--- src/hdl/amb_pkg.sv ---
// Shared types, constants and helper functions for the background subtraction core.
package amb_pkg;

  localparam int PIXEL_ADDR_BITS = 17;
  localparam int STORE_DEPTH     = 1 << PIXEL_ADDR_BITS;
  localparam int CHAN_BITS       = 8;
  localparam int WORD_BITS       = 3 * CHAN_BITS;

  typedef logic [PIXEL_ADDR_BITS-1:0] addr_t;
  typedef logic [CHAN_BITS-1:0]       chan_t;
  typedef logic [WORD_BITS-1:0]       word_t;

  typedef enum logic [1:0] {
    OP_SUBTRACT = 2'd0,
    OP_UPDATE   = 2'd1,
    OP_LOAD     = 2'd2,
    OP_RESTART  = 2'd3
  } op_t;

  typedef enum logic [1:0] {
    CFG_LOW_LIMIT       = 2'd0,
    CFG_HIGH_LIMIT      = 2'd1,
    CFG_SAMPLING_PERIOD = 2'd2,
    CFG_LEARNING_LENGTH = 2'd3
  } cfg_index_t;

  localparam chan_t          LOW_LIMIT_RESET       = 8'd40;
  localparam chan_t          HIGH_LIMIT_RESET      = 8'd57;
  localparam chan_t          SAMPLING_PERIOD_RESET = 8'd7;
  localparam logic [15:0]    LEARNING_LENGTH_RESET = 16'd30;

  typedef struct packed {
    op_t   op;
    addr_t addr;
    chan_t red;
    chan_t green;
    chan_t blue;
    logic  frame_start;
    logic  mask_background;
  } item_t;

  // Status from the frame counters toward the pixel path
  typedef struct packed {
    logic sampled;
    logic learning;
  } frame_status_t;

  // Events from the pixel path toward the frame counters
  typedef struct packed {
    logic advance;
    logic restart;
  } frame_event_t;

  typedef chan_t diffs_t [3];

  function automatic chan_t abs_diff(chan_t a, chan_t b);
    abs_diff = (a > b) ? chan_t'(a - b) : chan_t'(b - a);
  endfunction

  function automatic chan_t step_toward(chan_t cur, chan_t target);
    if (target > cur) begin
      step_toward = chan_t'(cur + 8'd1);
    end else if (target < cur) begin
      step_toward = chan_t'(cur - 8'd1);
    end else begin
      step_toward = cur;
    end
  endfunction

endpackage

--- src/hdl/amb_pixel_math.sv ---
// Per-channel difference and one-step update of the background estimate.
module amb_pixel_math (
  input  amb_pkg::item_t item,
  input  amb_pkg::word_t bg_word,
  output amb_pkg::diffs_t diffs,
  output amb_pkg::word_t load_word,
  output amb_pkg::word_t step_word
);

  amb_pkg::chan_t px [3];
  amb_pkg::chan_t bg [3];

  assign px[0] = item.red;
  assign px[1] = item.green;
  assign px[2] = item.blue;

  always_comb begin
    for (int k = 0; k < 3; k++) begin
      bg[k]    = bg_word[k*amb_pkg::CHAN_BITS +: amb_pkg::CHAN_BITS];
      diffs[k] = amb_pkg::abs_diff(px[k], bg[k]);
      step_word[k*amb_pkg::CHAN_BITS +: amb_pkg::CHAN_BITS] =
        amb_pkg::step_toward(bg[k], px[k]);
    end
  end

  // Red sits in the low byte, blue in the high byte
  assign load_word = {item.blue, item.green, item.red};

endmodule

--- config.mk ---
export PLATFORM = sky130hd
export DESIGN_NAME = amb_pixel_math
export DESIGN_NICKNAME = d
export VERILOG_FILES = /design/src/hdl/amb_pkg.sv /design/src/hdl/amb_pixel_math.sv
export SDC_FILE = /design/constraint.sdc
export NUM_CORES = 1
export LEC_CHECK = 0
export BUFFER_PORTS_ARGS = -buffer_cell sky130_fd_sc_hd__buf_2
export CORE_ASPECT_RATIO = 0.75
export CORE_MARGIN = 2
export CORE_UTILIZATION = 40
export DETAILED_ROUTE_END_ITERATION = 8
export PLACE_DENSITY = 0.71
export SYNTH_ARGS = -nofsm -noshare
export SYNTH_HDL_FRONTEND = slang
export SYNTH_SLANG_ARGS = --single-unit
--- constraint.sdc ---
create_clock -name vclk -period 8.1
set_input_delay 1.62 -clock vclk [all_inputs]
set_output_delay 1.62 -clock vclk [all_outputs]
set_load 0.02 [all_outputs]
==> impl_metrics.yaml <==
timing:
  period_needed_ns: 5.51
  slew_headroom: 0.545
  fmax_mhz: 182
  setup_tns_ns: 0
  worst_pin_slew_ns: 0.678
  holdWs_ns: 3.48
  rsz0062_at_grt: "false"
  fin_crit_sh: 0.680
  hold_viol: 0
  setup_violations: 0
  maxSlewViolCount: 0
synthesis:
  syn_nets: 515
  synth_common_cells: "ha_1, inv_1, mux2i_1"
  syn_inst: 389
  synthTopCellsByArea: "ha_1, mux2i_1, xnor2_1"
  yosysTopAreaCellShare: 0.219
  yosysWarnings: 0
  seq_area_frac_synth: 0
  yosysTopAreaCell: "ha_1"
  syn-cell-area_um2: 2910
  post-synth-top-count-cell: "ha_1"
  synth.distinct_cells: 42
  synth.avg_cell_area_um2: 7.49
layout:
  clockBufferCount: 0
  nets: 604
  diodes: 0
  area_delta_synth_final_pct: 16.5
  multi_input_area_um2: 2480
  fillers: 718
  final_util: 0.490
  seqCellArea_um2: 0
  drive_gt1_frac: 0.271
  fin_area_um2: 3390
  seq_cells: 0
worst_setup_path:
  crit_type: "primary input to primary output"
  cp.depth: 9
  worstSetupStartpointType: "primary input"
  path_max_fanout: 9
  crit_top_cell: "buf_2"
  crit_path_cell_trace: "buf_2 > inv_1 > ha_1 > nand4_2 > or3_1 > o21ai_4 > mux2i_1 > xor2_1 > buf_2"
  worst_setup_path_end_kind: "primary output"
  required_ns: 6.48
  arrival_ns: 3.89
  cp_num_buf_inv: 3
  cpPeakStageDelay_ns: 0.57
  critPathTopFamily: "simple AND/OR/NAND/NOR gates"
  critPathSlowestCell: "or3_1"
global_routing:
  antenna_found_initial: 0
  grt_pass1_wl_um: 13000
  grt_pass1_vias: 2805
  overflow: 0
  grt_use_total: 0.189
  grt_max_degree: 10
floorplan:
  die_w_um: 103
  dieArea_um2: 7990
  ios: 141
  fp-row-count: 26
  die_h_um: 77.9
  core_area_um2: 6930
  initial_core_util: 0.421
detailed_routing:
  ant_nets: 0
  wl_per_cell_um: 13.7
  met3_length_um: 501
  viasPerCell: 5.29
  dr.first_iter.drc_count: 130
  vias: 3036
  firstDrtPassIters: 5
  detail_route.wirelength_um: 7890
  wl_met1_um: 3890
  drc: 0
  routed-wl-met2_um: 3480
  top_layer_used: "met4"
power_and_ir_drop:
  p_switching_mw: 0.198
  p_sw_frac: 0.626
  total_power_mw: 0.316
  p_per_area_nw_per_um2: 93.2
  internal-power_mw: 0.118
  p_seq_frac: 0
  clock_power_share: 0
  p_leak_nw: 1.86
  ir_drop_mv: 0.0407
  comb_power_share: 1.000
clock_tree:
  cts_hold_buf: 0
  cts_setup_buffers: 0
  cts_resized: 0
hold_path:
  hold_path_depth: 2
  hp-class: "primary input to primary output"
run_status:
  status: "finished, final reports clean"
placed_design:
  dpl-instance-area_um2: 3390
  gp_congestion: 0.886
  io_buffers: 120
  dp_hpwl_um: 6780
flow_run:
  drv_cap: 0
-- path summary, 6_finish.rpt --
path | from | to | slack (ns)
max | item[6] | diffs[6] | 2.59
min | item[25] | load_word[7] | 3.48
-- cell usage in the layout (no fill, tap or decap), drive strengths merged --
| master | n |
|---|---|
| o211ai | 1 |
| and4 | 1 |
| nor3 | 5 |
| nand4 | 12 |
| nand3b | 4 |
| fa | 6 |
| a21boi | 3 |
| nor2b | 1 |
| or2b | 1 |
| a21o | 8 |
| buf | 120 |
| o21ai | 19 |
| a211oi | 13 |
| nand3 | 13 |
| o21a | 2 |
| a21oi | 23 |
| a41oi | 1 |
| a221oi | 4 |
| or3 | 2 |
| ha | 51 |
| nor4 | 2 |
| nand2b | 1 |
| a32oi | 2 |
| nor2 | 17 |
| and3 | 5 |
| o31a | 3 |
| inv | 50 |
| mux2i | 34 |
| a31oi | 8 |
| nand2 | 22 |
| xor2 | 12 |
| xnor2 | 27 |
| and2 | 3 |
-- per-stage QoR --
| step | cells | setup WS [ns] |
|---|---|---|
| finish | 574 | 2.59 |
| global route | 574 | 2.41 |
| CTS | 574 | 2.61 |
| detailed placement | 574 | 2.61 |
| global placement | 574 | 2.67 |
| floorplan | 389 | 2.93 |
-- logic make-up (layout without fill, tap and decap cells) --
logic type,count (synthesis),in the layout,share of synthesized area
AOI/OAI and AO/OA,87,87,0.198
buffers and inverters,83,170,0.148
xor gates and xnor gates,39,39,0.117
adders and majority gates,57,57,0.260
and+or+nand+nor,89,89,0.160
muxes,34,34,0.117
-- power groups by stage --
| stage | combinational, mW | sequential, mW | clock (mW) |
|---|---|---|---|
| 2_1_floorplan | 0.225 | 0 | 0 |
| 3_3_place_gp | 0.309 | 0 | 0 |
| 3_5_place_dp | 0.314 | 0 | 0 |
| 4_1_cts | 0.315 | 0 | 0 |
| 5_1_grt | 0.344 | 0 | 0 |
| 6_report | 0.316 | 0 | 0 |
-- routing by layer --
layer / up-vias / global-route usage
li1: 1521 / -
met1: 1383 / 0.285
met2: 128 / 0.316
met3: 4 / 0.00180
met4: 0 / 0.00933
met5: - / 0
-- area by class of cell --
cell class	count	share of cell area
inverters	50	0.0553
multi-input cells	306	0.732
well taps	98	0.0361
repair buffers	120	0.177
No activity file was read; power rests on OpenSTA's default activity.
