## config.mk

```make
export PLATFORM = sky130hd
export DESIGN_NAME = amb_frame_ctrl
export DESIGN_NICKNAME = d
export VERILOG_FILES = /design/src/hdl/amb_pkg.sv /design/src/hdl/amb_frame_ctrl.sv
export SDC_FILE = /design/constraint.sdc
export NUM_CORES = 1
export LEC_CHECK = 0
export ABC_CLOCK_PERIOD_IN_PS = 2600
export BUFFER_PORTS_ARGS = -buffer_cell sky130_fd_sc_hd__buf_4
export CORE_ASPECT_RATIO = 0.75
export CORE_MARGIN = 2
export CORE_UTILIZATION = 50
export DETAILED_ROUTE_END_ITERATION = 7
export PLACE_DENSITY = 0.7
export SYNTH_ARGS = -nofsm -noshare
export SYNTH_HDL_FRONTEND = slang
export SYNTH_SLANG_ARGS = --single-unit
```

## constraint.sdc

```tcl
create_clock -name clk -period 2.6 [get_ports clk]
set_input_delay 0.13 -clock clk [delete_from_list [all_inputs] [get_ports clk]]
set_output_delay 0.13 -clock clk [all_outputs]
set_load 0.02 [all_outputs]
```

## src/hdl/amb_pkg.sv

```systemverilog
// Shared types, constants and helper functions for the background subtraction core.
package amb_pkg;

  localparam int PIXEL_ADDR_BITS = 17;
  localparam int STORE_DEPTH     = 1 << PIXEL_ADDR_BITS;
  localparam int CHAN_BITS       = 8;
  localparam int WORD_BITS       = 3 * CHAN_BITS;

  typedef logic [PIXEL_ADDR_BITS-1:0] addr_t;
  typedef logic [CHAN_BITS-1:0]       chan_t;
  typedef logic [WORD_BITS-1:0]       word_t;

  typedef enum logic [1:0] {
    OP_SUBTRACT = 2'd0,
    OP_UPDATE   = 2'd1,
    OP_LOAD     = 2'd2,
    OP_RESTART  = 2'd3
  } op_t;

  typedef enum logic [1:0] {
    CFG_LOW_LIMIT       = 2'd0,
    CFG_HIGH_LIMIT      = 2'd1,
    CFG_SAMPLING_PERIOD = 2'd2,
    CFG_LEARNING_LENGTH = 2'd3
  } cfg_index_t;

  localparam chan_t          LOW_LIMIT_RESET       = 8'd40;
  localparam chan_t          HIGH_LIMIT_RESET      = 8'd57;
  localparam chan_t          SAMPLING_PERIOD_RESET = 8'd7;
  localparam logic [15:0]    LEARNING_LENGTH_RESET = 16'd30;

  typedef struct packed {
    op_t   op;
    addr_t addr;
    chan_t red;
    chan_t green;
    chan_t blue;
    logic  frame_start;
    logic  mask_background;
  } item_t;

  // Status from the frame counters toward the pixel path
  typedef struct packed {
    logic sampled;
    logic learning;
  } frame_status_t;

  // Events from the pixel path toward the frame counters
  typedef struct packed {
    logic advance;
    logic restart;
  } frame_event_t;

  typedef chan_t diffs_t [3];

  function automatic chan_t abs_diff(chan_t a, chan_t b);
    abs_diff = (a > b) ? chan_t'(a - b) : chan_t'(b - a);
  endfunction

  function automatic chan_t step_toward(chan_t cur, chan_t target);
    if (target > cur) begin
      step_toward = chan_t'(cur + 8'd1);
    end else if (target < cur) begin
      step_toward = chan_t'(cur - 8'd1);
    end else begin
      step_toward = cur;
    end
  endfunction

endpackage

```

## src/hdl/amb_frame_ctrl.sv

```systemverilog
// Configuration registers, frame counter and sampling phase.
module amb_frame_ctrl (
  input  logic                  clk,
  input  logic                  rst,
  input  logic                  cfg_valid,
  input  logic [1:0]            cfg_index,
  input  logic [15:0]           cfg_data,
  input  amb_pkg::frame_event_t evt,
  output amb_pkg::frame_status_t status,
  output amb_pkg::chan_t        low_limit,
  output amb_pkg::chan_t        high_limit
);

  amb_pkg::chan_t sampling_period;
  logic [15:0]    learning_length;
  logic [15:0]    frames_seen;
  amb_pkg::chan_t sample_phase;

  amb_pkg::chan_t eff_period;
  logic [8:0]     phase_inc;

  assign eff_period = (sampling_period == 8'd0) ? 8'd1 : sampling_period;
  assign phase_inc  = {1'b0, sample_phase} + 9'd1;

  assign status.learning = frames_seen < learning_length;
  assign status.sampled  = (eff_period == 8'd1) || (sample_phase == 8'd1);

  always_ff @(posedge clk) begin
    if (rst) begin
      low_limit       <= amb_pkg::LOW_LIMIT_RESET;
      high_limit      <= amb_pkg::HIGH_LIMIT_RESET;
      sampling_period <= amb_pkg::SAMPLING_PERIOD_RESET;
      learning_length <= amb_pkg::LEARNING_LENGTH_RESET;
    end else if (cfg_valid) begin
      unique case (amb_pkg::cfg_index_t'(cfg_index))
        amb_pkg::CFG_LOW_LIMIT:       low_limit       <= cfg_data[7:0];
        amb_pkg::CFG_HIGH_LIMIT:      high_limit      <= cfg_data[7:0];
        amb_pkg::CFG_SAMPLING_PERIOD: sampling_period <= cfg_data[7:0];
        amb_pkg::CFG_LEARNING_LENGTH: learning_length <= cfg_data;
        default: ;
      endcase
    end
  end

  always_ff @(posedge clk) begin
    if (rst) begin
      frames_seen  <= '0;
      sample_phase <= '0;
    end else if (evt.restart) begin
      frames_seen  <= '0;
      sample_phase <= '0;
    end else if (evt.advance) begin
      if (status.learning) begin
        frames_seen <= frames_seen + 16'd1;
      end
      // Wrap at the period; a phase left above a shortened period wraps too
      sample_phase <= (phase_inc >= {1'b0, eff_period}) ? 8'd0 : phase_inc[7:0];
    end
  end

endmodule

```

==> qor.txt <==
Core Box Area -> 0.006350 mm2
Adder-cell share of the synthesized area -> 0.09878
Req. time, crit path -> 2870 ps
Largest stage delay, worst path -> 500 ps
Endpoints failing setup -> 0
DR WL/cell -> 13.89 um
Mux contribution to synthesized area -> 0.02128
Die width -> 97.71 um
GR Overflow Total -> 0
Via Count -> 2809
Cell area after synthesis -> 0.003293 mm2
CP max stage cell -> or4_1
Final min period -> 2380 ps
Cells after synthesis -> 405
Crit path max fanout -> 6
Min-delay worst type -> in -> reg
Async SR Flop Fraction -> 0
Initial DRC Count -> 84
Worst-path cell chain -> ha_1 -> a21oi_1 -> o21ai_0 -> a21oi_2 -> o21ai_4 -> buf_4 -> or4_1 -> a21oi_1
Slew Viols, Final -> 0
Hold slack -> 23.73 ps
Worst VDD drop -> 0.3846 mV
Post-DP Area -> 0.003635 mm2
Final instance area -> 0.003855 mm2
R2r endpoint -> frames_seen[14]
GP Congestion -> 0.7928
Worst-path clk slew -> 70 ps
Worst Path Buf+Inv -> 1
Height of the chip -> 74.29 um
Syn-to-layout area delta -> 17.06%
H-tree depth -> 3
Antenna violations before repair -> 0
Endpoints failing hold -> 0
Element type at the critical path start -> register
Setup TNS -> 0 ps
Fin util -> 0.6071
Slew at the pin closest to its max-slew limit -> 718.5 ps
Slew margin rel. -> 0.5210
Status -> completed
CTS buffer count -> 9
Initial Util -> 0.5186
Power Density -> 520.2 mW/mm2
Final period util -> 0.9154
FP Rows -> 25
CP most frequent cell -> a21oi_1
Post-Place Cells -> 509
Synth Area in Compound Gates -> 0.1809
Die area -> 0.007258 mm2
Commonest register cell after synthesis -> dfxtp_1
Worst R2R Path Depth -> 8
Cell family with most CP delay -> compound AO/OA/AOI/OAI gates
Largest family of logic cells by synthesized area -> simple AND/OR/NAND/NOR gates
Max Root-Sink Buffers -> 2
Ant. Diodes -> 0
Worst EP arrival -> 2650 ps
RSZ-0062 raised after global routing -> false
Leak Pwr -> 1.600 nW
Synth unique cells -> 42
Clock Skew -> 11.07 ps
Max Clk Rate -> 420.2 MHz
Tot GR Track Use -> 0.2111
DRT Wirelength -> 7334 um
Worst skew pair latency -> 340 ps
R2r setup slk -> 220 ps
Fin nets -> 491
Vias per cell -> 5.320
Hold Buf Count CTS -> 0
DP HPWL -> 5168 um
Simple-gate portion of the synthesized area -> 0.2310
Critical path class -> reg -> reg
Seq/Total Area, Yosys -> 0.3891
Syn. warnings -> 0
EDFF count, synth -> 0
WHS Endpoint -> sample_phase[4]
Synthesis-stage register bit count -> 64
RR Startpoint -> frames_seen[11]
Port buffer count -> 40
TritonCTS clock tree -> built
DRC viols -> 0
Non-filler instance count after layout -> 528
Root buf cell -> clkbuf_8
Clock Sinks -> 64
Layout cells sized above 1 -> 0.1655
DR pass1 iterations -> 4
Hold-critical path depth -> 2
ANT nets after route -> 0
First-pass GRT wire length -> 12170 um
Pin count of the biggest net entering global routing -> 43
CP Capture Type -> register
Maxcap violations -> 0
Mean area per synthesized cell -> 8.131 um2
Xor/xnor share of the synthesized area -> 0.01862
Vias in the first global route -> 2610
Hold_sp -> evt[1]
I/O pins -> 41
Syn_nets -> 454
metrics by stage:
step	total power (W)	setup WS, ps
5_1_grt	0.002090	22.02
2_1_floorplan	0.001159	233.1
3_3_place_gp	0.001234	355.7
3_5_place_dp	0.001239	264.8
6_report	0.002005	220.0
4_1_cts	0.002017	12.37
state kept, by name, indices dropped and copies added (netlist names):
name and cells:
low_limit 8, sampling_period 8, high_limit 8, learning_length 16, frames_seen 16, sample_phase 8
routing by layer:
layer  vias to the layer above  track usage  part of all wire  wire (um)
li1                       1467            -                 -          -
met1                      1275       0.2998              0.54       3933
met2                        59       0.3088              0.40       2937
met3                         8      0.06203             0.053        388
met4                         0      0.07407             0.010         75
met5                         -            0                 0          0
report_power, final:
| part | switching (W) | leakage, nW | total [W] | internal [W] |
|---|---|---|---|---|
| Clock | 0.000389 | 0.0886 | 0.000787 | 0.000398 |
| Combinational | 0.000115 | 0.991 | 0.000198 | 0.0000837 |
| Sequential | 0.0000141 | 0.520 | 0.00102 | 0.00101 |
| Total | 0.000517 | 1.60 | 0.00201 | 0.00149 |
layout make-up:
type                    instances  area, um2
fillers                       600       2495
multi-input cells             291       1834
flip-flops and latches         64       1281
repair buffers                 45      337.8
clock buffers                  12      155.1
inverters                      31      116.4
well taps                      81      101.3
clock inverters                 4      28.78
placed cells by master, fill, tap and decap left out, types with 6 or more instances in the layout:
cell type and instances:
buf_4 45, dfxtp_1 64, nand2_1 72, or3_1 6, nand3b_1 7, a21oi_1 40, o31ai_1 7, or4_1 6
nor2_1 25, clkbuf_8 11, o21ai_0 15, inv_1 31, ha_1 26, nand3_1 11, mux2i_1 7, a211o_1 8
synthesized netlist by cell type, drive strengths merged (5+ instances only):
cell type | instances | area share
nand2 | 72 | 0.082
dfxtp | 64 | 0.39
a21oi | 41 | 0.063
inv | 31 | 0.035
ha | 26 | 0.099
nor2 | 25 | 0.028
clkbuf | 16 | 0.018
o21ai | 16 | 0.028
nand3 | 12 | 0.018
a211o | 8 | 0.021
mux2i | 7 | 0.021
nand3b | 7 | 0.016
o31ai | 7 | 0.016
or3 | 6 | 0.011
or4 | 6 | 0.014
and3 | 5 | 0.0095
nand4 | 5 | 0.0095
or2 | 5 | 0.0095
xor2 | 5 | 0.013
worst reg2reg max path: stages (launching register included):
cell	delay (ps)
dfxtp_1	450
ha_1	300
a21oi_1	140
o21ai_0	110
a21oi_2	340
o21ai_4	140
buf_4	190
or4_1	510
a21oi_1	140
worst max path at each step:
stage	from	endpoint	slack, ps	cells after the start
after floorplan	sample_phase[0]	sample_phase[4]	230	10
after global placement	sample_phase[1]	sample_phase[4]	360	11
after detailed placement	sample_phase[1]	sample_phase[7]	260	11
after CTS	learning_length[15]	status[0]	10	8
after global routing	sample_phase[1]	sample_phase[1]	20	11
final	frames_seen[11]	frames_seen[14]	220	8
cell families after synthesis:
logic type / after synthesis
simple gates: 159
compound gates: 91
flops: 64
buf+inv: 51
fa+ha+maj: 26
xor+xnor: 7
mux: 7
timing repair:
action / CTS / global route
resized for setup: 0 / 2
pin swaps: 1 / 1
buffers inserted: 0 / 2
gates cloned: 0 / 1
setup endpoints to repair: 1 / 7
No activity file was read; power rests on OpenSTA's default activity.
